$ cat config.mk
export PLATFORM = sky130hd
export DESIGN_NAME = lfpi_delay
export DESIGN_NICKNAME = d
export VERILOG_FILES = /design/src/hw/rtl/lfpi_delay.sv
export SDC_FILE = /design/constraint.sdc
export NUM_CORES = 1
export LEC_CHECK = 0
export BUFFER_PORTS_ARGS = -buffer_cell sky130_fd_sc_hd__buf_4
export CAP_MARGIN = 30
export CELL_PAD_IN_SITES_DETAIL_PLACEMENT = 1
export CELL_PAD_IN_SITES_GLOBAL_PLACEMENT = 2
export CORE_AREA = 10 10 67 69
export CTS_BUF_LIST = sky130_fd_sc_hd__clkbuf_16
export DETAILED_ROUTE_END_ITERATION = 12
export DIE_AREA = 0 0 77 79
export GPL_TIMING_DRIVEN = 0
export HOLD_SLACK_MARGIN = 0.08
export PLACE_DENSITY_LB_ADDON = 0.12
export SLEW_MARGIN = 20
export SYNTH_ARGS = -nofsm -noshare
export SYNTH_HDL_FRONTEND = slang
export SYNTH_SLANG_ARGS = --single-unit
export TNS_END_PERCENT = 100
$ cat constraint.sdc
create_clock -name clock -period 2.15 [get_ports clock]
set_input_delay 0.1075 -clock clock [delete_from_list [all_inputs] [get_ports clock]]
set_output_delay 0.1075 -clock clock [all_outputs]
set_load 0.01 [all_outputs]
$ cat src/hw/rtl/lfpi_delay.sv
// Enabled shift line for sideband data traveling next to a pipelined unit.
// Depends on nothing.
`default_nettype none

module lfpi_delay #(
   parameter int WIDTH = 8,
   parameter int DEPTH = 4
) (
   input  wire logic             clock,
   input  wire logic             reset,
   input  wire logic             en,
   input  wire logic [WIDTH-1:0] din,
   output logic      [WIDTH-1:0] dout
);

   logic [WIDTH-1:0] stage_ff [DEPTH];

   always_ff @(posedge clock) begin
      if (reset) begin
         for (int s = 0; s < DEPTH; s++) stage_ff[s] <= '0;
      end else if (en) begin
         stage_ff[0] <= din;
         for (int s = 1; s < DEPTH; s++) stage_ff[s] <= stage_ff[s-1];
      end
   end

   assign dout = stage_ff[DEPTH-1];

endmodule

`default_nettype wire

* Yosys cells after proc, flatten, opt, wreduce, memory -nomap -nowiden
Memory sizes are Yosys's and may differ from the RTL's.
Cells that the tools add are included.
** Storage, ports and cells
- ROM bits :: 0
- RAM bits :: 32
- Register bits after elaboration :: 0
- Output and inout bits :: 8
- Memories kept :: 1
- Latch bits :: 0
- Word-level logic and storage cells :: 14
** Operators by class
- Magnitude comparators :: 0
- Multiplexer cells :: 9
- Equal/unequal tests :: 0
- Reductions and logical operators :: 0
- Add/sub/neg operators :: 0
- Bitwise gates (word level) :: 4
- Shifts and indexed selects :: 0
- Div/mod/pow operators :: 0
- $mul :: 0
** Memories
- stage_ff :: depth 4, bits a word 8, rd ports 4, clocked after Yosys merged registers in 0, wr ports 4, line 16 : logic [WIDTH-1:0] stage_ff [DEPTH];
** Operators by type and width (number)
- $mux W8 :: 4
- $mux W1 :: 5
- $or A1 B1 Y1 :: 4

* Depth between registers and ports, before layout
- Depth after elaboration :: 4
- Mapped depth :: 2

* Worst setup path after synthesis
OpenSTA, ideal clock, no wires.
- Path type :: input to register
- From :: input port reset
- To :: memory stage_ff[0][0] (enable)
- Path buffers :: 1
- Required time :: 1.760 ns
- Stages :: 2
- Arrival time :: 0.999 ns
- Path slack :: 0.760 ns
- Cell sequence :: buf_2 > or2_1
** RTL lines
- from (decl) :: line 10 : input wire logic reset,
- to (decl) :: line 16

==> flow_summary.yaml <==
clock_network:
  cts_buffers: 5
  cts.sinks: 32
  cts_buffer_depth: 2
  clkTransAtPathRegs_ns: 0.05
  tritoncts: "yes"
  post_cts_buffers: 0
  htreeDepth: 2
  cts_root_buf: "clkbuf_16"
  cts_resized: 0
  clk_latency_ns: 0.27
  ctsHoldBuffers: 0
global_routing:
  overflow: 0
  grt_max_degree: 33
  grt_pass1_vias: 777
  track_usage_pct: 7.913
  grt_pass1_wl_microns: 3594
  antenna_found_initial: 0
min_path:
  hold_class: "input pin to flop"
timing:
  setup_viol: 0
  grt_setup_unrepaired: "false"
  relSlewSlack_pct: 51.89
  clock_skew_ns: 0.003526
  hold_viol: 0
  fin_hold_ws_ns: 0.1501
  final.setup.tns_ns: 0
  worst_pin_slew_ns: 0.7217
  fmax_mhz: 893.1
  post-route-min-period_ns: 1.120
  finalCritPeriodShare_pct: 52.08
  drv_slew: 0
logic_synthesis:
  yosys-top-cells-count: "edfxtp_1, and3b_2, and3b_1"
  synth_compound_area_share_pct: 0
  yosysWarnings: 0
  synth_flop_cell: "edfxtp_1"
  yosys.area_share.adder_pct: 0
  synth_cell_type_count: 5
  synth_top_family_by_area: "simple AND/OR/NAND/NOR gates"
  syn_area_sq_um: 1302
  synth_top_area_share_pct: 73.78
  synth_top_cell_by_area: "edfxtp_1"
  syn_inst: 71
  synth_fp_nets: 82
  synthMuxAreaShare_pct: 0
  async_reset_ff_share_pct: 0
  synth_xor_area_share_pct: 0
  synth_area_leaders: "edfxtp_1, and3b_2, and3b_1"
  ys_ff_latch: 32
  synth-edff-count: 32
  synth-simple-area-share_pct: 23.92
  avgSynthCellArea_sq_um: 18.35
  ys_seq_area_share_pct: 73.78
  synth_most_common_cell: "edfxtp_1"
power_and_ir_drop:
  p_leak_uw: 0.0007525
  peakVddDrop_mv: 0.3903
  powerDensity_nw_per_um2: 906.7
setup_path:
  start_kind: "input pin"
  worstPathArrival_ns: 1.02
  critPathMaxFanout: 32
  cp.required_ns: 2.05
  path_class: "input pin to flop"
  critPathSlowestCell: "or2_2"
  cpPeakStageDelay_ns: 0.62
  end_kind: "flop"
  path_cells: "buf_4 > buf_2 > or2_2"
floorplanning:
  die_area_sq_um: 6083
  pin_count: 19
  row_count: 21
  initial_utilization_pct: 40.30
  core-area_sq_um: 3232
  die_x_microns: 77
  dieHeight_microns: 79
placed_design:
  gp_congestion: 0.6504
  dp_hpwl_microns: 1469
  place.port_buffers: 18
  dpl-instance-area_sq_um: 1495
  place_inst: 135
final_layout:
  drive_gt1_share_pct: 52.08
  final_nets: 107
  reg_top3: "stage_ff: 32 flops"
  area_growth_pct: 24.98
  top_register: "stage_ff"
  finalInstanceArea_sq_um: 1628
  largest_reg_flops: 32
  final_cells: 142
  n_fill_cell: 317
  diodes: 0
  utilization_pct: 50.37
detailed_routing:
  via_per_inst: 4.810
  drtIter0Drc: 53
  remaining_drc_errors: 0
  first_pass_iters: 2
  wire_per_inst_microns: 15.34
  vias: 683
  ant_nets: 0
  drt-total-wl_microns: 2178
run_status:
  status: "complete, no violations"
run:
  drv_cap: 0
==> layer usage <==
layer / GRT usage (%) / share of wire (%)
met5: 0 / 0
met4: 4.927 / 1.6
met3: 4.392 / 5.1
met2: 13.24 / 51
met1: 7.505 / 42
==> worst paths after layout <==
check / start / endpoint / slack [ns] / depth (start not counted)
max: reset / stage_ff[3][4] / 1.03 / 3
min: din[4] / stage_ff[0][4] / 0.15 / 2
max reg2reg: stage_ff[0][7] / stage_ff[1][7] / 1.34 / 1
min reg2reg: stage_ff[0][1] / stage_ff[1][1] / 0.56 / 1
==> where the power goes <==
group / total (uW) / switching, uW / internal (uW)
clock network: 648 / 236 / 413
logic: 85.5 / 40.9 / 44.6
registers: 742 / 9.15 / 733
total: 1480 / 286 / 1190
==> critical path, delay by kind of cell <==
family	cells	cell delay, ns
and+or+nand+nor	1	0.62
buffers and inverters	2	0.29
==> cell usage in the layout (no fill, tap or decap), drive strengths merged <==
master / synthesis / final
or2: 1 / 1
and3b: 32 / 32
buf: 6 / 24
clkbuf: 0 / 5
edfxtp: 32 / 32
clkinv: 0 / 2
==> cell families (layout without fill, tap and decap cells) <==
| family | count (synthesis) | in the layout |
|---|---|---|
| buffers and inverters | 6 | 31 |
| AND/OR/NAND/NOR | 33 | 33 |
| flip-flops | 32 | 32 |
==> metrics by stage <==
| stage | total power [uW] | setup WS [ns] |
|---|---|---|
| 2_1_floorplan | 796.4 | 0.7604 |
| 3_3_place_gp | 836.3 | 0.2873 |
| 3_5_place_dp | 842.7 | 0.6938 |
| 4_1_cts | 1489 | 0.9846 |
| 5_1_grt | 1524 | 0.9100 |
| 6_report | 1476 | 1.030 |
==> layout make-up <==
cell class	instances	area [sq um]	share of cell area (%)
timing repair buffer	18	135.1	8.301
tap	46	57.56	3.536
clock inverter	2	7.507	0.4612
sequential	32	960.9	59.03
multi-input combinational	33	311.5	19.14
clock buffer	5	125.1	7.686
buffer	6	30.03	1.845
Note: power is estimated with default switching activity, not from simulation.
